==> config.mk <==
export PLATFORM = sky130hd
export DESIGN_NAME = sdw_div
export DESIGN_NICKNAME = d
export VERILOG_FILES = /design/src/hw/rtl/sdw_pkg.sv /design/src/hw/rtl/sdw_div.sv
export SDC_FILE = /design/constraint.sdc
export NUM_CORES = 1
export LEC_CHECK = 0
export BUFFER_PORTS_ARGS = -buffer_cell sky130_fd_sc_hd__buf_2
export CAP_MARGIN = 20
export CORE_MARGIN = 10
export CORE_UTILIZATION = 40
export DETAILED_ROUTE_END_ITERATION = 12
export PLACE_DENSITY = 0.54
export SLEW_MARGIN = 20
export SYNTH_ARGS = -nofsm -noshare
export SYNTH_HDL_FRONTEND = slang
export SYNTH_SLANG_ARGS = --single-unit
==> constraint.sdc <==
create_clock -name clk -period 4.84 [get_ports clk]
set_input_delay 0.242 -clock clk [delete_from_list [all_inputs] [get_ports clk]]
set_output_delay 0.242 -clock clk [all_outputs]
set_load 0.01 [all_outputs]
==> src/hw/rtl/sdw_pkg.sv <==
// Shared types and constants for the square/disk warp address core.
// No dependencies; used by sdw_div, sdw_isqrt and the top level.
package sdw_pkg;

  localparam int MAX_SIZE    = 1024;
  localparam int DIV_STEPS   = 17;
  localparam int SQRT_STEPS  = 18;
  localparam int PIPE_LAT    = DIV_STEPS + SQRT_STEPS + 6;
  // 2*sqrt(2) in Q16
  localparam int SQRT2X2_Q16 = 185364;

  typedef enum logic {
    CFG_IMAGE_SIZE = 1'b0,
    CFG_DIRECTION  = 1'b1
  } cfg_idx_t;

  typedef logic signed [16:0] norm_t;   // 2.16 normalized coordinate
  typedef logic [35:0]        rad_t;    // root argument, Q32
  typedef logic [17:0]        root_t;   // floor square root, Q16

endpackage

==> src/hw/rtl/sdw_div.sv <==
// Pipelined restoring divider: idx * 2^17 / size, one quotient bit per stage.
// Gives the normalized coordinate in 2.16. Depends on sdw_pkg.
module sdw_div (
  input  logic          clk,
  input  logic          en,
  input  logic [9:0]    idx,
  input  logic [10:0]   size,
  output sdw_pkg::norm_t norm
);

  logic [9:0]  rem_q [1:sdw_pkg::DIV_STEPS];
  logic [16:0] quo_q [1:sdw_pkg::DIV_STEPS];
  logic        sat_q [1:sdw_pkg::DIV_STEPS];
  logic [17:0] diff;

  for (genvar g = 1; g <= sdw_pkg::DIV_STEPS; g++) begin : g_step
    logic [9:0]  rp;
    logic [16:0] qp;
    logic        sp;
    logic [10:0] r2;
    logic        ge;

    if (g == 1) begin : g_first
      assign rp = idx;
      assign qp = '0;
      assign sp = ({1'b0, idx} >= size);
    end else begin : g_rest
      assign rp = rem_q[g-1];
      assign qp = quo_q[g-1];
      assign sp = sat_q[g-1];
    end

    assign r2 = {rp, 1'b0};
    assign ge = (r2 >= size);

    always_ff @(posedge clk) begin
      if (en) begin
        rem_q[g] <= ge ? 10'(r2 - size) : r2[9:0];
        quo_q[g] <= {qp[15:0], ge};
        sat_q[g] <= sp;
      end
    end
  end

  assign diff = {1'b0, quo_q[sdw_pkg::DIV_STEPS]} - 18'd65536;
  // saturate coordinates at or beyond the image edge to 1 - 2^-16
  assign norm = sat_q[sdw_pkg::DIV_STEPS] ? 17'sh0FFFF : diff[16:0];

endmodule

Word level (Yosys, flattened, before mapping)
Memories as Yosys holds them, arrays and structs flattened. Index checks and enable logic that the tools add are counted. W data, S select, Z words.

Memories: 3. RAM bits: 476. Logic and storage cells: 59. Bits in registers: 0. Output and inout port bits: 17. Bits of input ports: 23.

Memory list: quo_q (depth 17, width 17, rd ports 17, clocked after Yosys merged registers in 0, write ports 17, line sdw_div.sv:12) `logic [16:0] quo_q [1:sdw_pkg::DIV_STEPS];`; rem_q (depth 17, width 10, rd ports 16, clocked after Yosys merged registers in 0, write ports 17, line sdw_div.sv:11) `logic [9:0] rem_q [1:sdw_pkg::DIV_STEPS];`; sat_q (depth 17, width 1, rd ports 17, clocked after Yosys merged registers in 0, write ports 17, line sdw_div.sv:13) `logic sat_q [1:sdw_pkg::DIV_STEPS];`.

Add/subtract/negate cells: 18. Mux-type cells: 20. $lt $le $gt $ge: 18.

Operators by type and width (number): $ge A11 B11 Y1 (17); $mux W10 (17); $sub A10 B10 Y10 (17); $mux W17 (1); $sub A17 B17 Y17 const B (1); $ge A10 B11 Y1 (1); $mux W1 (2).

Depth between registers and ports, before layout
Gate-level depths: netlist of the first run. An unclocked memory read counts as a cell.

Word-level depth: 3. Depth in mapped cells: 8. Depth with buffers taken out: 8.

Worst setup path after synthesis of the first run
Ideal clock, no wire load.

Kind: input port to flip-flop. Start: in size[1]. End: reg rem_q[3][31] (netlist name). Buffers on the path: 0. Setup time: 0.260 ns. Data arrival time: 2.725 ns. Data required time: 4.580 ns. Setup slack: 1.855 ns. Stages on the path: 7. Path through: inv_1 > ha_1 > ha_1 > and4_1 > a2111oi_4 > a21oi_4 > mux2_2.

RTL lines: start: declaration (line sdw_div.sv:7) `input logic [10:0] size,`.

==> results of run 1 <==
[layout make-up]
cell class,instances,area [um2]
Clock buffer,43,1030
Clock inverter,27,323
Fill cell,4363,26100
Inverter,13,52.6
Multi-Input combinational cell,1160,9530
Sequential cell,330,9910
Tap cell,615,769
Timing Repair Buffer,53,323
[kinds of logic (layout without fill, tap and decap cells)]
| kind of cell | after synthesis | after routing | synth area share |
|---|---|---|---|
| muxes | 128 | 128 | 0.0738 |
| adders and majority gates | 212 | 212 | 0.142 |
| buffers and inverters | 18 | 136 | 0.00429 |
| and+or+nand+nor | 322 | 322 | 0.0865 |
| xor gates and xnor gates | 113 | 113 | 0.0507 |
| DFF | 330 | 330 | 0.508 |
| AOI/OAI and AO/OA | 385 | 385 | 0.135 |
[stage by stage]
| stage | power (mW) | setup slack (ns) | hold WS [ns] | std cells | instance area, um2 |
|---|---|---|---|---|---|
| final | 13.3 | 1.90 | 0.0428 | 2241 | 21900 |
| after global routing | 14.3 | 1.59 | 0.0219 | 2241 | 21900 |
| after CTS | 13.4 | 2.09 | 0.0138 | 2241 | 21900 |
| after detailed placement | 10.2 | 1.52 | 0.405 | 2171 | 20600 |
| after global placement | 10.2 | 1.56 | 0.401 | 2171 | 20600 |
| after floorplan | 9.03 | 1.86 | 0.354 | 1508 | 19500 |
[registers in the layout (all words and copies together) (netlist names)]
signal	flops
quo_q	153
rem_q	160
sat_q	17
[routing by layer]
| layer | part of all wire | global-route usage | wire [um] |
|---|---|---|---|
| met1 | 0.47 | 0.187 | 19700 |
| met2 | 0.48 | 0.254 | 20000 |
| met3 | 0.035 | 0.0253 | 1490 |
| met4 | 0.021 | 0.0391 | 877 |
| met5 | 0 | 0 | 0 |
[Yosys cell counts, drive strengths merged]
library cell    n  share of area
nand2b         31         0.0099
a21oi         149          0.048
nand2          66          0.013
xor2           33          0.015
nor4b          15         0.0067
mux2          128          0.074
o2bb2ai         1        0.00045
and2           16         0.0052
o211a           1        0.00051
a21o           38          0.015
fa             16          0.016
nor2b          15         0.0048
a221oi          1        0.00045
nor2          108          0.021
o32ai          14         0.0063
a31oi           1        0.00032
o21a           16         0.0062
a211oi         33          0.013
inv            13         0.0025
o21ai          65          0.019
o22ai           1        0.00032
and4            3         0.0013
ha            196           0.13
and3            1        0.00032
o21bai         16         0.0062
buf             3         0.0014
a21boi          1        0.00038
nand3b         31          0.013
o31ai          14         0.0056
or2            16         0.0051
o211ai         33          0.013
clkbuf          2        0.00038
a2111oi         1         0.0014
edfxtp        330           0.51
xnor2          80          0.036
nand4          20         0.0064
[power groups by stage]
stage               sequential, mW  combinational (mW)  clock, mW
finish                        4.70                5.52       3.09
global route                  4.78                6.19       3.32
CTS                           4.71                5.54       3.19
detailed placement            4.76                5.49          0
global placement              4.77                5.40          0
floorplan                     4.52                4.51          0
[path summary, 6_finish.rpt]
path                       end  slack [ns]  cells past startpoint
hold reg to reg    quo_q[3][8]        0.41                      0
setup / recovery   rem_q[1][2]        1.90                      8
hold / removal    rem_q[0][13]        0.04                      2
setup reg to reg   rem_q[1][2]        2.15                      6
[worst max-delay path, cell delays in order]
cell	delay [ns]
sky130_fd_sc_hd__buf_2	0.09
sky130_fd_sc_hd__clkinv_2	0.65
sky130_fd_sc_hd__ha_1	0.64
sky130_fd_sc_hd__nand2_1	0.07
sky130_fd_sc_hd__o21ai_2	0.24
sky130_fd_sc_hd__a211oi_2	0.14
sky130_fd_sc_hd__a21boi_1	0.73
sky130_fd_sc_hd__mux2_2	0.42
==> results.json, run 1 <==
{
  "maximum_number_of_pins_on_one_net_before_global_route_repair": 107,
  "status": "completed",
  "p_sw_frac": 0.335,
  "critical_path_required_ns": 5.13,
  "number_of_antenna_violations_at_the_first_check_in_global_routing": 0,
  "worst_skew_pair.late_latency_ns": 0.55,
  "remaining_drc_errors": 0,
  "critPathCaptureType": "register",
  "fin_crit_ns": 2.94,
  "fin_nets": 1833,
  "slew-limit-headroom": 0.319,
  "cts_root_buffer": "sky130_fd_sc_hd__clkbuf_16",
  "clock_tree_from_tritoncts": "built",
  "route.detailed.vias_per_inst": 5.46,
  "hold_buffers": 0,
  "max_cap_violations": 0,
  "timing.final.setup_violations": 0,
  "growth_of_design_area_from_synthesis_to_finish_pct": 12.4,
  "start_util": 0.406,
  "setup_total_negative_slack_ns": 0,
  "crit-reg2reg-launch": "rem_q[0][31]",
  "drt-total-wl_mm": 42.1,
  "avgRoutedWirePerCell_um": 18.8,
  "core_region_area_mm2": 0.0480,
  "floorplan.die_area_mm2": 0.0580,
  "synth.ff_latch_count": 330,
  "ys.warnings.count": 0,
  "final-max-slew-violation-count": 0,
  "share_comb_of_total_power": 0.415,
  "worstSetupStartpoint": "size[1]",
  "cts_buffer_depth": 3,
  "buffer_ports.inserted": 39,
  "cts.clk_slew.worst_paths_ns": 0.06,
  "hp-class": "primary input to register",
  "critPathMaxFanout": 34,
  "fp.dieH_um": 241,
  "antenna_cells_inserted": 0,
  "power_density_mw_per_mm2": 607,
  "clock_tree.htree_level_count": 2,
  "layout.cells.most_common": "sky130_fd_sc_hd__edfxtp_1",
  "gp_congestion": 0.852,
  "timing.hold.worst.start": "idx[2]",
  "power_switching_mw": 4.46,
  "track_usage": 0.147,
  "post-route-period-util": 0.608,
  "p_seq_frac": 0.353,
  "worst-setup-path-type": "primary input to register",
  "setup.worst_path.start_class": "primary input",
  "die_w_um": 241,
  "routed-via-count": 12200,
  "io-pin-count": 40,
  "finalHoldViolations": 0,
  "clockPowerShare": 0.232,
  "rsz0062_at_grt": "no",
  "postCtsSetupBuffers": 0,
  "global_route_wire_length_before_repair_mm": 67.5,
  "leakagePower_nw": 8.17,
  "fmax_mhz": 340,
  "number_of_unique_standard_cell_types_used_by_synthesis": 47,
  "cts_resized": 0,
  "cts_num_sinks": 330,
  "utilization": 0.457,
  "arrival_ns": 3.24,
  "post_synth_instance_area_mm2": 0.0195,
  "dr.first_iter.drc_count": 574,
  "netlist_instances": 1508,
  "seq_area_frac_synth": 0.508,
  "numCtsBuffers": 40,
  "syn_nets": 1743,
  "tightest_slew_ns": 1.02,
  "mostFrequentLayoutCells": "sky130_fd_sc_hd__edfxtp_1 (330), sky130_fd_sc_hd__ha_1 (196), sky130_fd_sc_hd__a21oi_1 (130), sky130_fd_sc_hd__mux2_2 (127), sky130_fd_sc_hd__nor2_1 (108)",
  "first_global_vias": 12700,
  "route.antenna.remaining_nets": 0,
  "placement_rows": 80,
  "syn-mean-instance-area_um2": 12.9,
  "int_pwr_mw": 8.85,
  "grt_overflow_total": 0,
  "first_pass_iters": 5,
  "drive_above_1_share": 0.182,
  "fin_skew_ns": 0.0108,
  "max-vdd-ir-drop_uv": 245,
  "detailed_place_hpwl_mm": 28.3
}
(Power assumes the default switching activity.)
==> inputs of run 2 (changes only) <==
==> constraint.sdc (replaced) <==
create_clock -name clk -period 3 [get_ports clk]
set_input_delay 0.15 -clock clk [delete_from_list [all_inputs] [get_ports clk]]
set_output_delay 0.15 -clock clk [all_outputs]
set_load 0.01 [all_outputs]
==> run 2 against run 1 <==
Compared with the run above: final cell count is 0.94% higher; design area is 1.3% higher; clock power is 56% higher; critical path depth is 2 higher; core utilization is 0.60 points higher; critical path type unchanged; largest power group unchanged.
==> results.json, run 2 (synthesis gave the netlist of run 1 again) <==
{
  "number_of_antenna_violations_at_the_first_check_in_global_routing": 1,
  "floorplan.die_area_mm2": 0.0580,
  "remaining_drc_errors": 0,
  "postCtsSetupBuffers": 0,
  "finalHoldViolations": 0,
  "dr.first_iter.drc_count": 662,
  "setup.worst_path.start_class": "primary input",
  "max_cap_violations": 0,
  "grt_overflow_total": 0,
  "cts_root_buffer": "sky130_fd_sc_hd__clkbuf_16",
  "numCtsBuffers": 40,
  "worst-setup-path-type": "primary input to register",
  "arrival_ns": 2.85,
  "tightest_slew_ns": 0.757,
  "largest_register": "rem_q",
  "setup_total_negative_slack_ns": 0,
  "cts.clk_slew.worst_paths_ns": 0.06,
  "p_sw_frac": 0.337,
  "detailed_place_hpwl_mm": 27.6,
  "rsz0062_at_grt": "no",
  "critPathCaptureType": "register",
  "leakagePower_nw": 8.30,
  "cts_buffer_depth": 3,
  "layout.cells.most_common": "sky130_fd_sc_hd__edfxtp_1",
  "p_seq_frac": 0.356,
  "route.antenna.remaining_nets": 0,
  "fin_skew_ns": 0.0125,
  "worst_skew_pair.late_latency_ns": 0.56,
  "status": "completed",
  "first_global_vias": 12500,
  "antenna_cells_inserted": 0,
  "buffer_ports.inserted": 39,
  "drive_above_1_share": 0.183,
  "fp.dieH_um": 241,
  "io-pin-count": 40,
  "clock_tree.htree_level_count": 2,
  "avgRoutedWirePerCell_um": 18.3,
  "slew-limit-headroom": 0.495,
  "biggestRegsByFlops": "rem_q (160), quo_q (153), sat_q (17)",
  "post-route-period-util": 0.851,
  "power_switching_mw": 7.18,
  "max-vdd-ir-drop_uv": 414,
  "core_region_area_mm2": 0.0480,
  "fillers": 4346,
  "critPathMaxFanout": 10,
  "met2_wirelength_mm": 19.4,
  "int_pwr_mw": 14.2,
  "die_w_um": 241,
  "maxUsedRoutingLayer": "met5",
  "drt-met1-wl_mm": 19.1,
  "first_pass_iters": 5,
  "largest_register_ffs": 160,
  "track_usage": 0.145,
  "final-max-slew-violation-count": 0,
  "fin_nets": 1853,
  "final.hold.worst_slack_ns": 0.0811,
  "routed-via-count": 12200,
  "cts_resized": 0,
  "timing.final.setup_violations": 0,
  "gp_congestion": 0.830,
  "clockPowerShare": 0.226,
  "fin_crit_ns": 2.55,
  "route.detailed.vias_per_inst": 5.41,
  "clock_tree_from_tritoncts": "built",
  "met3_wirelength_mm": 1.83,
  "share_comb_of_total_power": 0.417,
  "cts_num_sinks": 330,
  "start_util": 0.406,
  "drt-total-wl_mm": 41.5,
  "growth_of_design_area_from_synthesis_to_finish_pct": 13.9,
  "critical_path_required_ns": 3.30,
  "placement_rows": 80,
  "global_route_wire_length_before_repair_mm": 66.4,
  "power_density_mw_per_mm2": 960,
  "maximum_number_of_pins_on_one_net_before_global_route_repair": 70,
  "mostFrequentLayoutCells": "sky130_fd_sc_hd__edfxtp_1 (330), sky130_fd_sc_hd__ha_1 (196), sky130_fd_sc_hd__a21oi_1 (130), sky130_fd_sc_hd__mux2_2 (127), sky130_fd_sc_hd__nor2_1 (108)",
  "hp-class": "primary input to register",
  "fmax_mhz": 392
}
run 2: cell count changes in the layout (fill, tap and decap cells not counted):
cell	delta
sky130_fd_sc_hd__buf_4	-4
sky130_fd_sc_hd__clkinv_2	+1
sky130_fd_sc_hd__clkinvlp_4	-2
sky130_fd_sc_hd__clkinv_4	-5
sky130_fd_sc_hd__inv_4	-1
sky130_fd_sc_hd__dlygate4sd3_1	+9
sky130_fd_sc_hd__buf_12	+15
sky130_fd_sc_hd__inv_2	+2
sky130_fd_sc_hd__clkbuf_1	+6
sky130_fd_sc_hd__bufinv_16	-2
sky130_fd_sc_hd__inv_6	+2
run 2: path summary, 6_finish.rpt:
path                       end  slack, ns  cells after the start    startpoint
setup / recovery   rem_q[4][7]       0.45                     10      size[10]
hold / removal     rem_q[1][9]       0.08                      1            en
setup reg to reg   rem_q[4][7]       0.52                      7  rem_q[3][30]
hold reg to reg   quo_q[2][57]       0.41                      0  quo_q[2][39]
run 2: timing repair:
| item | in CTS | in global routing |
|---|---|---|
| endpoints found under the setup margin | 0 | 0 |
| endpoints found under the hold margin | 9 | 0 |
| hold buffers | 9 | 0 |
run 2: cell type report:
type | count | area, um2 | share of cell area
flip-flops and latches | 330 | 9910 | 0.446
multi-input cells | 1160 | 9530 | 0.429
clock buffers | 49 | 1060 | 0.0475
well taps | 615 | 769 | 0.0346
clock inverters | 22 | 231 | 0.0104
repair buffers | 73 | 683 | 0.0307
inverters | 13 | 48.8 | 0.00220
run 2: worst max-delay path, cell delays in order:
cell and delay [ns]:
sky130_fd_sc_hd__dlygate4sd3_1 0.53, sky130_fd_sc_hd__buf_2 0.13, sky130_fd_sc_hd__inv_1 0.54, sky130_fd_sc_hd__buf_4 0.27
sky130_fd_sc_hd__ha_1 0.20, sky130_fd_sc_hd__nor2_1 0.06, sky130_fd_sc_hd__o31ai_2 0.07, sky130_fd_sc_hd__nor2_1 0.12
sky130_fd_sc_hd__a21oi_4 0.38, sky130_fd_sc_hd__mux2_2 0.39
run 2: power by group through the flow:
stage / clock network, mW / registers [mW] / logic (mW)
after floorplan: 0 / 7.30 / 7.27
after global placement: 0 / 7.71 / 8.68
after detailed placement: 0 / 7.69 / 8.85
after CTS: 5.01 / 7.61 / 8.95
after global routing: 5.16 / 7.72 / 9.99
final: 4.83 / 7.60 / 8.91
run 2: routing by layer:
metal | GRT usage | up-vias
li1 | - | 6082
met1 | 0.187 | 5878
met2 | 0.237 | 207
met3 | 0.0299 | 63
met4 | 0.0488 | 2
met5 | 0 | -
run 2: stage by stage:
step	std cells	power (mW)	area, um2	utilization	setup slack [ns]
floorplan	1508	14.6	19500	-	0.107
global placement	2182	16.4	20900	0.434	0.322
detailed placement	2182	16.5	20900	0.434	0.251
CTS	2262	21.6	22200	0.463	0.451
global route	2262	22.9	22200	0.463	0.321
finish	2262	21.3	22200	0.463	0.448
