### src/hw/rtl/sdw_pkg.sv
// Shared types and constants for the square/disk warp address core.
// No dependencies; used by sdw_div, sdw_isqrt and the top level.
package sdw_pkg;

  localparam int MAX_SIZE    = 1024;
  localparam int DIV_STEPS   = 17;
  localparam int SQRT_STEPS  = 18;
  localparam int PIPE_LAT    = DIV_STEPS + SQRT_STEPS + 6;
  // 2*sqrt(2) in Q16
  localparam int SQRT2X2_Q16 = 185364;

  typedef enum logic {
    CFG_IMAGE_SIZE = 1'b0,
    CFG_DIRECTION  = 1'b1
  } cfg_idx_t;

  typedef logic signed [16:0] norm_t;   // 2.16 normalized coordinate
  typedef logic [35:0]        rad_t;    // root argument, Q32
  typedef logic [17:0]        root_t;   // floor square root, Q16

endpackage

### src/hw/rtl/sdw_isqrt.sv
// Pipelined digit-by-digit integer square root, one root bit per stage.
// Floor root of a 36-bit argument. Depends on sdw_pkg.
module sdw_isqrt (
  input  logic           clk,
  input  logic           en,
  input  sdw_pkg::rad_t  rad,
  output sdw_pkg::root_t root
);

  logic [19:0] rem_q  [1:sdw_pkg::SQRT_STEPS];
  logic [17:0] root_q [1:sdw_pkg::SQRT_STEPS];
  logic [35:0] rest_q [1:sdw_pkg::SQRT_STEPS];

  for (genvar g = 1; g <= sdw_pkg::SQRT_STEPS; g++) begin : g_step
    logic [19:0] rp;
    logic [17:0] tp;
    logic [35:0] ap;
    logic [21:0] rsh;
    logic [21:0] trial;
    logic        ge;

    if (g == 1) begin : g_first
      assign rp = '0;
      assign tp = '0;
      assign ap = rad;
    end else begin : g_rest
      assign rp = rem_q[g-1];
      assign tp = root_q[g-1];
      assign ap = rest_q[g-1];
    end

    assign rsh   = {rp, ap[35:34]};
    assign trial = {2'b00, tp, 2'b01};
    assign ge    = (rsh >= trial);

    always_ff @(posedge clk) begin
      if (en) begin
        rem_q[g]  <= ge ? 20'(rsh - trial) : rsh[19:0];
        root_q[g] <= {tp[16:0], ge};
        rest_q[g] <= {ap[33:0], 2'b00};
      end
    end
  end

  assign root = root_q[sdw_pkg::SQRT_STEPS];

endmodule

### config.mk
export PLATFORM = sky130hd
export DESIGN_NAME = sdw_isqrt
export DESIGN_NICKNAME = d
export VERILOG_FILES = /design/src/hw/rtl/sdw_pkg.sv /design/src/hw/rtl/sdw_isqrt.sv
export SDC_FILE = /design/constraint.sdc
export NUM_CORES = 1
export LEC_CHECK = 0
export BUFFER_PORTS_ARGS = -buffer_cell sky130_fd_sc_hd__buf_2
export CAP_MARGIN = 20
export CORE_MARGIN = 2
export CORE_UTILIZATION = 60
export CTS_BUF_LIST = sky130_fd_sc_hd__clkbuf_8
export DETAILED_ROUTE_END_ITERATION = 10
export PLACE_DENSITY = 0.73
export REMOVE_ABC_BUFFERS = 1
export SETUP_SLACK_MARGIN = 0.3
export SYNTH_ARGS = -nofsm -noshare
export SYNTH_HDL_FRONTEND = slang
export SYNTH_SLANG_ARGS = --single-unit
### constraint.sdc
create_clock -name clk -period 3.4 [get_ports clk]
set_input_delay 0.17 -clock clk [delete_from_list [all_inputs] [get_ports clk]]
set_output_delay 0.17 -clock clk [all_outputs]
set_load 0.005 [all_outputs]
# Word-level counts from Yosys, hierarchy flattened
# Memories as Yosys holds them, arrays and structs flattened.
# Cells that the tools add are included.
# totals
ff_bits,0
latch_bits,0
mem_bits_rw,1296
rom_bits,0
inputBits,38
output_inout_bits,18
word_cells,59
mem_count,3
# mem_list
name,words,width,read_ports,rd_clocked_by_memory_dff,wr,line_no,source
rest_q,18,34,17,0,18,sdw_isqrt.sv:12,logic [35:0] rest_q [1:sdw_pkg::SQRT_STEPS];
rem_q,18,20,17,0,18,sdw_isqrt.sv:10,logic [19:0] rem_q [1:sdw_pkg::SQRT_STEPS];
root_q,18,18,18,0,18,sdw_isqrt.sv:11,logic [17:0] root_q [1:sdw_pkg::SQRT_STEPS];
# op_classes
addsub,18
mul,0
div,0
n_lt_le_gt_ge,18
eq_ne,0
shifts,0
mux,20
bitwise_logic,0
n_reduce_logical,0
# op_table
op,count
$ge A22 B20 Y1,17
$mux W20,18
$sub A20 B20 Y20,17
$sub A2 B1 Y3 const B,1
$ge A2 B1 Y1 const B,1
$mux W1,2

# Longest topological paths before layout
# Gate-level depths: netlist of run 1.
# An unclocked memory read counts as a cell.
# depth
ltp_word,3
depth_mapped,12
ltp_nobuf,10

# Worst setup path before layout of run 1
# Ideal clock, no wire load.
# synth_timing
path_type,register to register
startpoint,"register, netlist name rem_q[2][60]"
endpoint,"register, netlist name rem_q[3][11]"
setup_time_ps,260
arrival_time_ps,2374
t_required_ps,3140
path_slack_ps,766
path_stages_with_launch,10
synth_period_minus_slack_ps,2634
cell_sequence,edfxtp_1 ha_1 nor2b_1 o31a_1 o21ai_0 a21oi_1 nor3_2 nand2_2 buf_4 mux2_2

==> results by group, run 1 <==
Run status
  – Outcome: complete, no violations

Clocking
  – Clock tree from TritonCTS: built
  – Clock tree sinks: 794
  – Clock-pin slew on the worst setup and hold paths: 0.07 ns
  – TritonCTS buffer count: 130
  – Later-pin clock latency in the skew report: 0.78 ns
  – Max Buffers Root-to-Sink: 3
  – Clock Tree Root: sky130_fd_sc_hd__clkbuf_8
  – H-tree levels: 4

Cells and area
  – Area Growth Syn to Fin: 12.5%
  – Proportion of layout cells with a drive suffix above 1: 0.117
  – Final Instance Count excl. Fillers: 3903
  – Total number of nets in the final design: 3247

Synthesis
  – Gate count after technology mapping: 2780
  – Number of enable-type register cells in the synthesized netlist: 794
  – Post-synthesis cell type count: 81
  – Number of register bits inferred by synthesis: 794
  – Average footprint of a synthesized cell: 13.2 um2
  – Async S/R FF share, synth: 0
  – Count of warnings emitted by yosys: 0
  – Fraction of the yosys area taken by sequential cells: 0.647
  – Top flip-flop cell by instance count after synthesis: sky130_fd_sc_hd__edfxtp_1
  – Cell Area, Synth: 36800 um2
  – Portion of synthesized cell area occupied by the leading cell type: 0.647
  – Synth area leaders: sky130_fd_sc_hd__edfxtp_1 (65%), sky130_fd_sc_hd__ha_1 (6.5%), sky130_fd_sc_hd__xnor2_1 (2.8%), sky130_fd_sc_hd__xor2_1 (2.5%), sky130_fd_sc_hd__inv_1 (2.4%)
  – Top cell type by total area after synthesis: sky130_fd_sc_hd__edfxtp_1

Global route
  – Pin count of the biggest net entering global routing: 92
  – Number of global-route vias before repair: 22373
  – GR Util All Layers: 0.220
  – Initial antenna violation count: 2
  – Total congestion overflow: 0
  – Wire length of the first global-routing pass: 111000 um

STA
  – Final Hold Viols: 0
  – Total setup violations reported at the end of the flow: 0
  – Number of slew-limit violations in the final report: 0
  – Transition at the pin with the smallest max-transition slack: 0.900 ns
  – Setup repair after global routing missed its margin: true
  – Highest attainable clock frequency: 0.330 GHz
  – Post-route minimum period: 3.03 ns
  – Clock tree skew after final layout: 0.0362 ns
  – Final-layout worst hold slack: 0.0838 ns
  – Post-route fraction of the period consumed by the critical path: 0.891
  – Setup slack of the critical path after layout: 0.370 ns
  – Relative slew slack: 0.394

Critical path
  – Crit path kind: reg -> reg
  – Critical Path, Cell by Cell: ha_4, nand4_1, buf_4, nor4_4, buf_4, a21oi_1, nand2_1, a211oi_4, buf_4, buf_4, or4b_2, o211a_1
  – Worst Path Buf+Inv: 4
  – Kind of launch point of the worst setup path: flop
  – Max incr delay on CP: 0.60 ns
  – Biggest fanout along the worst timing path: 6
  – Critical-path cell with the highest stage delay: sky130_fd_sc_hd__or4b_2
  – Family of cells with the greatest summed delay on the critical path: simple AND/OR/NAND/NOR gates
  – Arrival time at the worst endpoint: 3.57 ns
  – Cell repeated most along the worst path: sky130_fd_sc_hd__buf_4
  – Endpoint required time on the critical path: 3.94 ns
  – Endpoint class of the critical path: flop

Placed design
  – Total instance count after detailed placement: 3625
  – I/O Buffers: 55
  – GP Congestion: 0.916
  – Estimated wirelength of the detail-placed design: 47900 um
  – Worst Setup Slack post-DPL: 0.0216 ns

Route
  – Residual antenna-violating net count after detailed routing: 0
  – Overall via count from detail_route: 22593
  – DRC Markers: 0
  – Final wirelength: 68400 um
  – Detailed Routing Iterations Pass 1: 6
  – Wire per inst: 17.5 um
  – Vias/cell: 5.79
  – Iteration-0 DRC Markers: 1728

Floorplan
  – Area of the core: 60500 um2
  – Die outline width: 252 um
  – Number of cell rows: 90
  – I/O pin count: 56
  – Die Area: 63400 um2
  – Starting utilization of the core area: 0.609
  – Die Y-Extent: 252 um

Pwr
  – Worst vdd rail ir drop: 0.451 mV
  – Leakage power summed over all cells: 16.2 nW
  – Power density normalized to cell area: 583 nW/um2

Min path
  – Type of the worst min-delay path: in -> reg

Flow run
  – Reported max-cap violation count: 0
[path summary, 6_finish.rpt]
kind                  from              to  slack, ns  cells past startpoint
min reg2reg  rest_q[2][64]  rest_q[2][100]       0.41                      0
min                rad[28]   rest_q[0][62]       0.08                      2
max reg2reg   rem_q[3][65]    rem_q[4][16]       0.37                     12
max           rem_q[3][65]    rem_q[4][16]       0.37                     12
[layout by cell type, fill, tap and decap left out, drive strengths merged, types with 40 or more instances in the layout]
cell type,Yosys,routed
nand3,50,50
a21o,56,56
buf,13,105
nor2,175,175
clkbuf,24,130
nor3,53,53
nand2,165,165
edfxtp,794,794
xor2,106,106
o21ai,136,136
inv,232,273
o21a,59,59
ha,190,190
clkinv,2,60
nor4,40,40
a21oi,148,148
xnor2,116,116
[flip-flops by register name, indices dropped and copies added (netlist names)]
name	flops
root_q	171
rest_q	306
rem_q	317
[synthesized netlist by cell type (11+ instances only)]
cell type and count:
sky130_fd_sc_hd__a211oi_1 14, sky130_fd_sc_hd__a21o_1 56, sky130_fd_sc_hd__a21oi_1 148, sky130_fd_sc_hd__a31oi_1 13, sky130_fd_sc_hd__and2_1 14, sky130_fd_sc_hd__and3_1 18, sky130_fd_sc_hd__clkbuf_1 24, sky130_fd_sc_hd__edfxtp_1 794
sky130_fd_sc_hd__ha_1 190, sky130_fd_sc_hd__inv_1 232, sky130_fd_sc_hd__mux2_2 32, sky130_fd_sc_hd__nand2_1 164, sky130_fd_sc_hd__nand2b_1 34, sky130_fd_sc_hd__nand3_1 50, sky130_fd_sc_hd__nand4_1 35, sky130_fd_sc_hd__nor2_1 175
sky130_fd_sc_hd__nor2b_1 32, sky130_fd_sc_hd__nor3_1 51, sky130_fd_sc_hd__nor4_1 37, sky130_fd_sc_hd__o21a_1 59, sky130_fd_sc_hd__o21ai_0 134, sky130_fd_sc_hd__o31ai_1 24, sky130_fd_sc_hd__or2_2 11, sky130_fd_sc_hd__or3_1 33
sky130_fd_sc_hd__xnor2_1 116, sky130_fd_sc_hd__xor2_1 106
[cell families after synthesis]
group	Yosys count	synth area share
multiplexers	40	0.0120
other	1	0.000102
adder cells (fa/ha/maj)	190	0.0645
XOR/XNOR	222	0.0528
flip-flops	794	0.647
AO/OA/AOI/OAI	546	0.0951
buffers and inverters	271	0.0283
AND/OR/NAND/NOR	716	0.0999
[power breakdown]
group	switching (mW)	internal (mW)	leakage (nW)
Sequential	0.614	12.1	7.60
Clock	3.85	3.91	1.37
Combinational	2.09	1.61	7.21
Total	6.56	17.6	16.2
[layout make-up]
| type | count | area [um2] |
|---|---|---|
| multi-input cells | 1716 | 12200 |
| flip-flops and latches | 794 | 23800 |
| inverters | 234 | 878 |
| repair buffers | 143 | 1150 |
| clock inverters | 103 | 656 |
| clock buffers | 130 | 1790 |
| fillers | 4151 | 19000 |
| well taps | 782 | 978 |
| diodes | 1 | 2.50 |
[timing repair]
item,4_1_cts,5_1_grt
hold buffers,38,0
cloned,0,1
endpoints found under the hold margin,105,0
resized for setup,4,32
setup buffers,4,1
pin swaps,1,2
setup endpoints to repair,33,75
[stage by stage]
step | instance area, um2 | util | total power [mW] | setup TNS [ns]
6_report | 41500 | 0.685 | 24.1 | 0
5_1_grt | 41500 | 0.685 | 25.3 | 0
4_1_cts | 41300 | 0.683 | 24.3 | 0
3_5_place_dp | 38400 | 0.635 | 16.4 | 0
3_3_place_gp | 38400 | 0.635 | 16.3 | 0
2_1_floorplan | 36700 | - | 15.2 | -12.44
[per-layer routing]
metal	vias up	GRT usage	part of all wire	wire, um
met3	160	0.0437	0.054	3710
met4	0	0.0876	0.028	1920
met5	-	0	0	0
li1	10891	-	-	-
met2	605	0.353	0.47	32300
met1	10937	0.298	0.44	30400
(Power assumes the default switching activity.)
==> inputs of run 2 (changes only) <==
GPL_TIMING_DRIVEN = 0   (was not set)
PLACE_DENSITY = not set   (was 0.73)
PLACE_DENSITY_LB_ADDON = 0.05   (was not set)
==> results by group, run 2 (same netlist as run 1, synthesis figures left out) <==
STA
  – Post-route minimum period: 3.05 ns
  – Total setup violations reported at the end of the flow: 0
  – Final-layout worst hold slack: 0.0747 ns
  – Number of slew-limit violations in the final report: 0
  – Transition at the pin with the smallest max-transition slack: 1.11 ns
  – Final Hold Viols: 0
  – Highest attainable clock frequency: 0.328 GHz
  – Clock tree skew after final layout: 0.0350 ns
  – Setup repair after global routing missed its margin: true
  – Post-route fraction of the period consumed by the critical path: 0.897
  – Relative slew slack: 0.255

Critical path
  – Kind of launch point of the worst setup path: flop
  – Biggest fanout along the worst timing path: 7
  – Depth of the most critical reg-to-reg path: 10
  – Cell repeated most along the worst path: sky130_fd_sc_hd__buf_4
  – R2R Path Start: rem_q[4][9]
  – Critical-path cell with the highest stage delay: sky130_fd_sc_hd__edfxtp_1
  – Reg2Reg Capture Point: rem_q[4][39]
  – Arrival time at the worst endpoint: 3.57 ns
  – Flop2flop setup slack: 0.35 ns
  – Max incr delay on CP: 0.42 ns
  – Critical Path, Cell by Cell: ha_1, nand4_1, nor3_2, and4_2, nor4_4, buf_4, o2111a_2, buf_4, a21oi_1, xor2_1
  – Crit path kind: reg -> reg
  – Endpoint class of the critical path: flop
  – Worst Path Buf+Inv: 2
  – Endpoint required time on the critical path: 3.92 ns
  – Family of cells with the greatest summed delay on the critical path: simple AND/OR/NAND/NOR gates

Pwr
  – Power density normalized to cell area: 589 nW/um2
  – Leakage power summed over all cells: 16.2 nW
  – Worst vdd rail ir drop: 0.491 mV
  – Total Power Consumption: 24.5 mW

Min path
  – Type of the worst min-delay path: in -> reg
  – Number of cells on the worst hold path: 2
  – Hold Startpoint: rad[27]
  – Worst hold endpoint: rest_q[0][61]

Route
  – Overall via count from detail_route: 22628
  – Final wirelength: 70600 um
  – Vias/cell: 5.80
  – Residual antenna-violating net count after detailed routing: 0
  – Detailed Routing Iterations Pass 1: 6
  – Iteration-0 DRC Markers: 1591
  – DRC Markers: 0
  – Wire per inst: 18.1 um

Cells and area
  – Total non-filler cell area in the finished layout: 41600 um2
  – Fill count: 4207
  – Largest registers in the final layout: rem_q x317, rest_q x306, root_q x171
  – Register name with the most flops: rem_q
  – Area Growth Syn to Fin: 13.1%
  – Most common cell after layout, fill and taps aside: sky130_fd_sc_hd__edfxtp_1
  – Proportion of layout cells with a drive suffix above 1: 0.115
  – Final Instance Count excl. Fillers: 3901
  – Most used cells in the layout excluding fill and tap cells: sky130_fd_sc_hd__edfxtp_1 (794), sky130_fd_sc_hd__inv_1 (262), sky130_fd_sc_hd__ha_1 (190)
  – Flip-flop count of the largest register after layout: 317
  – Total number of nets in the final design: 3244

Floorplan
  – Area of the core: 60500 um2
  – Starting utilization of the core area: 0.609
  – Die Area: 63400 um2
  – Die Y-Extent: 252 um
  – Number of cell rows: 90
  – I/O pin count: 56
  – Die outline width: 252 um

Placed design
  – Estimated wirelength of the detail-placed design: 47100 um
  – I/O Buffers: 55
  – Placement Cell Area: 38200 um2
  – Total instance count after detailed placement: 3590
  – GP Congestion: 0.933

Global route
  – Initial antenna violation count: 4
  – GR Util All Layers: 0.223
  – Total congestion overflow: 0
  – Pin count of the biggest net entering global routing: 134
  – Number of global-route vias before repair: 22366
  – Wire length of the first global-routing pass: 112000 um

Clocking
  – H-tree levels: 4
  – Clock tree from TritonCTS: built
  – Clock Tree Root: sky130_fd_sc_hd__clkbuf_8
  – Max Buffers Root-to-Sink: 3
  – Clock-pin slew on the worst setup and hold paths: 0.06 ns
  – Clock tree sinks: 794
  – TritonCTS buffer count: 132
  – Later-pin clock latency in the skew report: 0.80 ns

Run status
  – Outcome: complete, no violations

Flow run
  – Reported max-cap violation count: 0
==> run 2: power by group <==
group | total (mW) | internal (mW) | switching, mW
Clock | 8.07 | 4.07 | 4.00
Sequential | 12.7 | 12.1 | 0.611
Combinational | 3.77 | 1.61 | 2.16
Total | 24.5 | 17.7 | 6.77
==> run 2: how the worst max path moves through the flow <==
| stage | startpoint | endpoint | slack, ns | depth (start not counted) |
|---|---|---|---|---|
| floorplan | rem_q[3][60] | rem_q[4][14] | -0.58 | 8 |
| global placement | en | rem_q[2][58] | -9.39 | 1 |
| detailed placement | rem_q[3][49] | rem_q[3][74] | -0.45 | 9 |
| CTS | root_q[1][39] | rem_q[1][79] | 0.24 | 9 |
| global route | root_q[4][9] | rem_q[4][39] | 0.24 | 11 |
| finish | rem_q[4][9] | rem_q[4][39] | 0.35 | 10 |
==> run 2: stage by stage <==
step                worst slack (ns)   TNS, ns   util
floorplan                     -0.579    -12.44      -
detailed placement            -0.448     -4.17  0.631
global route                   0.237         0  0.689
global placement               -9.39  -7440.14  0.627
finish                         0.351         0  0.689
CTS                            0.239         0  0.684
==> run 2: cell type report <==
class,count,area [um2],share of cell area
well taps,782,978,0.0235
flip-flops and latches,794,23800,0.573
repair inverters,1,7.51,0.000180
multi-input cells,1720,12200,0.294
diodes,1,2.50,0.0000601
repair buffers,133,1150,0.0275
clock buffers,132,1820,0.0436
clock inverters,104,708,0.0170
inverters,234,891,0.0214
==> run 2: timing repair <==
action / 4_1_cts / 5_1_grt
hold buffers: 44 / 0
setup buffers: 8 / 13
endpoints found under the hold margin: 125 / 0
endpoints found under the setup margin: 128 / 363
gates cloned: 3 / 5
resized for setup: 25 / 31
pin swaps: 7 / 11
==> run 2: worst reg2reg max path: stages, from the launching register on <==
cell and delay, ns:
sky130_fd_sc_hd__edfxtp_1 0.42, sky130_fd_sc_hd__ha_1 0.42, sky130_fd_sc_hd__nand4_1 0.23, sky130_fd_sc_hd__nor3_2 0.41, sky130_fd_sc_hd__and4_2 0.40, sky130_fd_sc_hd__nor4_4 0.07
sky130_fd_sc_hd__buf_4 0.16, sky130_fd_sc_hd__o2111a_2 0.26, sky130_fd_sc_hd__buf_4 0.18, sky130_fd_sc_hd__a21oi_1 0.16, sky130_fd_sc_hd__xor2_1 0.08
==> run 2: metal layers <==
| layer | part of all wire | track usage | wire length, um | vias to the layer above |
|---|---|---|---|---|
| li1 | - | - | - | 10902 |
| met1 | 0.45 | 0.303 | 31900 | 10914 |
| met2 | 0.47 | 0.357 | 33000 | 662 |
| met3 | 0.058 | 0.0489 | 4070 | 148 |
| met4 | 0.024 | 0.0838 | 1670 | 2 |
| met5 | 0.00018 | 0 | 13 | - |
==> inputs of run 3 (changes only) <==
clock period = 3.1 ns   (was 3.4 ns; I/O delays follow)
==> results by group, run 3 (same netlist as run 1, synthesis figures left out) <==
Floorplan
  – Die Area: 63400 um2
  – Die Y-Extent: 252 um
  – Number of cell rows: 90
  – Starting utilization of the core area: 0.609
  – Area of the core: 60500 um2
  – I/O pin count: 56
  – Die outline width: 252 um

Placed design
  – Estimated wirelength of the detail-placed design: 47100 um
  – GP Congestion: 0.933
  – Total instance count after detailed placement: 3590
  – I/O Buffers: 55
  – Placement Cell Area: 38200 um2

Route
  – DRC Markers: 0
  – Wire per inst: 18.7 um
  – Final wirelength: 73900 um
  – Detailed Routing Iterations Pass 1: 7
  – Iteration-0 DRC Markers: 1680
  – Overall via count from detail_route: 23024
  – Residual antenna-violating net count after detailed routing: 0
  – Vias/cell: 5.81

Critical path
  – Endpoint class of the critical path: flop
  – R2R Path Start: root_q[4][0]
  – Critical-path cell with the highest stage delay: sky130_fd_sc_hd__edfxtp_1
  – First element of the critical path: root_q[4][0]
  – Max incr delay on CP: 0.40 ns
  – Family of cells with the greatest summed delay on the critical path: compound AO/OA/AOI/OAI gates
  – Biggest fanout along the worst timing path: 7
  – Arrival time at the worst endpoint: 3.37 ns
  – Crit path kind: reg -> reg
  – Endpoint required time on the critical path: 3.63 ns
  – Kind of launch point of the worst setup path: flop
  – Critical Path, Cell by Cell: inv_2, ha_4, nor2b_4, o31a_1, o311ai_4, a21o_1, o2111a_2, buf_12, clkinvlp_4, nor2_1, a21oi_1
  – Worst Path Buf+Inv: 3

Cells and area
  – Fill count: 4039
  – Flip-flop count of the largest register after layout: 317
  – Share of the core filled with cells in the final layout: 0.710
  – Area Growth Syn to Fin: 16.6%
  – Register name with the most flops: rem_q
  – Final Instance Count excl. Fillers: 3963
  – Total number of nets in the final design: 3306
  – Total non-filler cell area in the finished layout: 43000 um2
  – Most common cell after layout, fill and taps aside: sky130_fd_sc_hd__edfxtp_1
  – Proportion of layout cells with a drive suffix above 1: 0.163
  – Most used cells in the layout excluding fill and tap cells: sky130_fd_sc_hd__edfxtp_1 (794), sky130_fd_sc_hd__inv_1 (258), sky130_fd_sc_hd__nor2_1 (171)
  – Largest registers in the final layout: rem_q x317, rest_q x306, root_q x171

Pwr
  – NetSw: 7.63 mW
  – Leakage power summed over all cells: 16.6 nW
  – Comb power frac: 0.166
  – Seq pwr share: 0.510
  – Power density normalized to cell area: 637 nW/um2
  – Fraction of power consumed by the clock network: 0.324
  – Switching Share: 0.279
  – Worst vdd rail ir drop: 0.617 mV
  – Total Power Consumption: 27.4 mW
  – Internal portion of total power: 19.7 mW

Global route
  – Wire length of the first global-routing pass: 117000 um
  – Pin count of the biggest net entering global routing: 134
  – Initial antenna violation count: 1
  – GR Util All Layers: 0.234
  – Number of global-route vias before repair: 22870
  – Total congestion overflow: 0

STA
  – Transition at the pin with the smallest max-transition slack: 0.832 ns
  – Number of slew-limit violations in the final report: 0
  – Highest attainable clock frequency: 0.352 GHz
  – Relative slew slack: 0.439
  – Final Hold Viols: 0
  – Post-route minimum period: 2.84 ns
  – Post-route fraction of the period consumed by the critical path: 0.916
  – Clock tree skew after final layout: 0.0429 ns
  – Total setup violations reported at the end of the flow: 0
  – Sum of negative setup slack: 0 ns
  – Setup repair after global routing missed its margin: true

Clocking
  – Clock-pin slew on the worst setup and hold paths: 0.06 ns
  – Later-pin clock latency in the skew report: 0.82 ns
  – H-tree levels: 4
  – Clock Tree Root: sky130_fd_sc_hd__clkbuf_8
  – Clock tree from TritonCTS: built
  – TritonCTS buffer count: 132
  – Clock tree sinks: 794
  – Max Buffers Root-to-Sink: 3

Min path
  – Hold Startpoint: rad[5]
  – Type of the worst min-delay path: in -> reg

Run status
  – Outcome: complete, no violations

Flow run
  – Reported max-cap violation count: 0
## run 3: repair_timing
action                     4_1_cts  5_1_grt
gates cloned                     8        1
gates resized for setup         91      134
hold endpoints to repair       125        0
buffers inserted                36       38
hold buffers                    51        0
pin swaps                       24       38
setup endpoints to repair      236      184
## run 3: power groups by stage
stage / registers [mW] / logic (mW) / clock network [mW]
after floorplan: 13.8 / 2.86 / 0
after global placement: 14.3 / 3.72 / 0
after detailed placement: 14.1 / 3.88 / 0
after CTS: 13.9 / 4.15 / 9.07
after global routing: 14.1 / 5.02 / 9.57
final: 13.9 / 4.54 / 8.86
## run 3: worst paths after layout
kind	end	slack (ns)	cells after the start
max reg2reg	rem_q[4][28]	0.26	11
min	rest_q[0][39]	0.06	2
max	rem_q[4][28]	0.26	11
min reg2reg	rest_q[1][44]	0.41	0
## run 3: area by class of cell
type | instances | area (um2) | share of cell area
diodes | 1 | 2.50 | 0.0000583
clock buffers | 132 | 1820 | 0.0423
clock inverters | 104 | 708 | 0.0165
inverters | 234 | 896 | 0.0209
multi-input cells | 1721 | 13000 | 0.303
flip-flops and latches | 794 | 23800 | 0.555
well taps | 782 | 978 | 0.0228
repair buffers | 194 | 1700 | 0.0396
repair inverters | 1 | 7.51 | 0.000175
## run 3: per-layer routing
layer	track usage	part of all wire	vias up
met5	0	0	-
met4	0.0838	0.022	0
met3	0.0521	0.060	136
met2	0.376	0.48	687
met1	0.315	0.44	11170
li1	-	-	11031
## run 3: worst reg2reg max path: cells and delay by family (launching register included)
family          cells  cell delay, ns
simple gates        2            0.26
buf+inv             3            0.44
flops               1            0.40
compound gates      5            1.27
fa+ha+maj           1            0.21
## run 3: metrics by stage
stage               setup slack (ns)  hold WS (ns)
finish                         0.261        0.0576
global route                   0.157        0.0151
CTS                            0.174      0.000612
detailed placement            -0.748         0.333
global placement               -9.67         0.332
floorplan                     -0.879         0.254
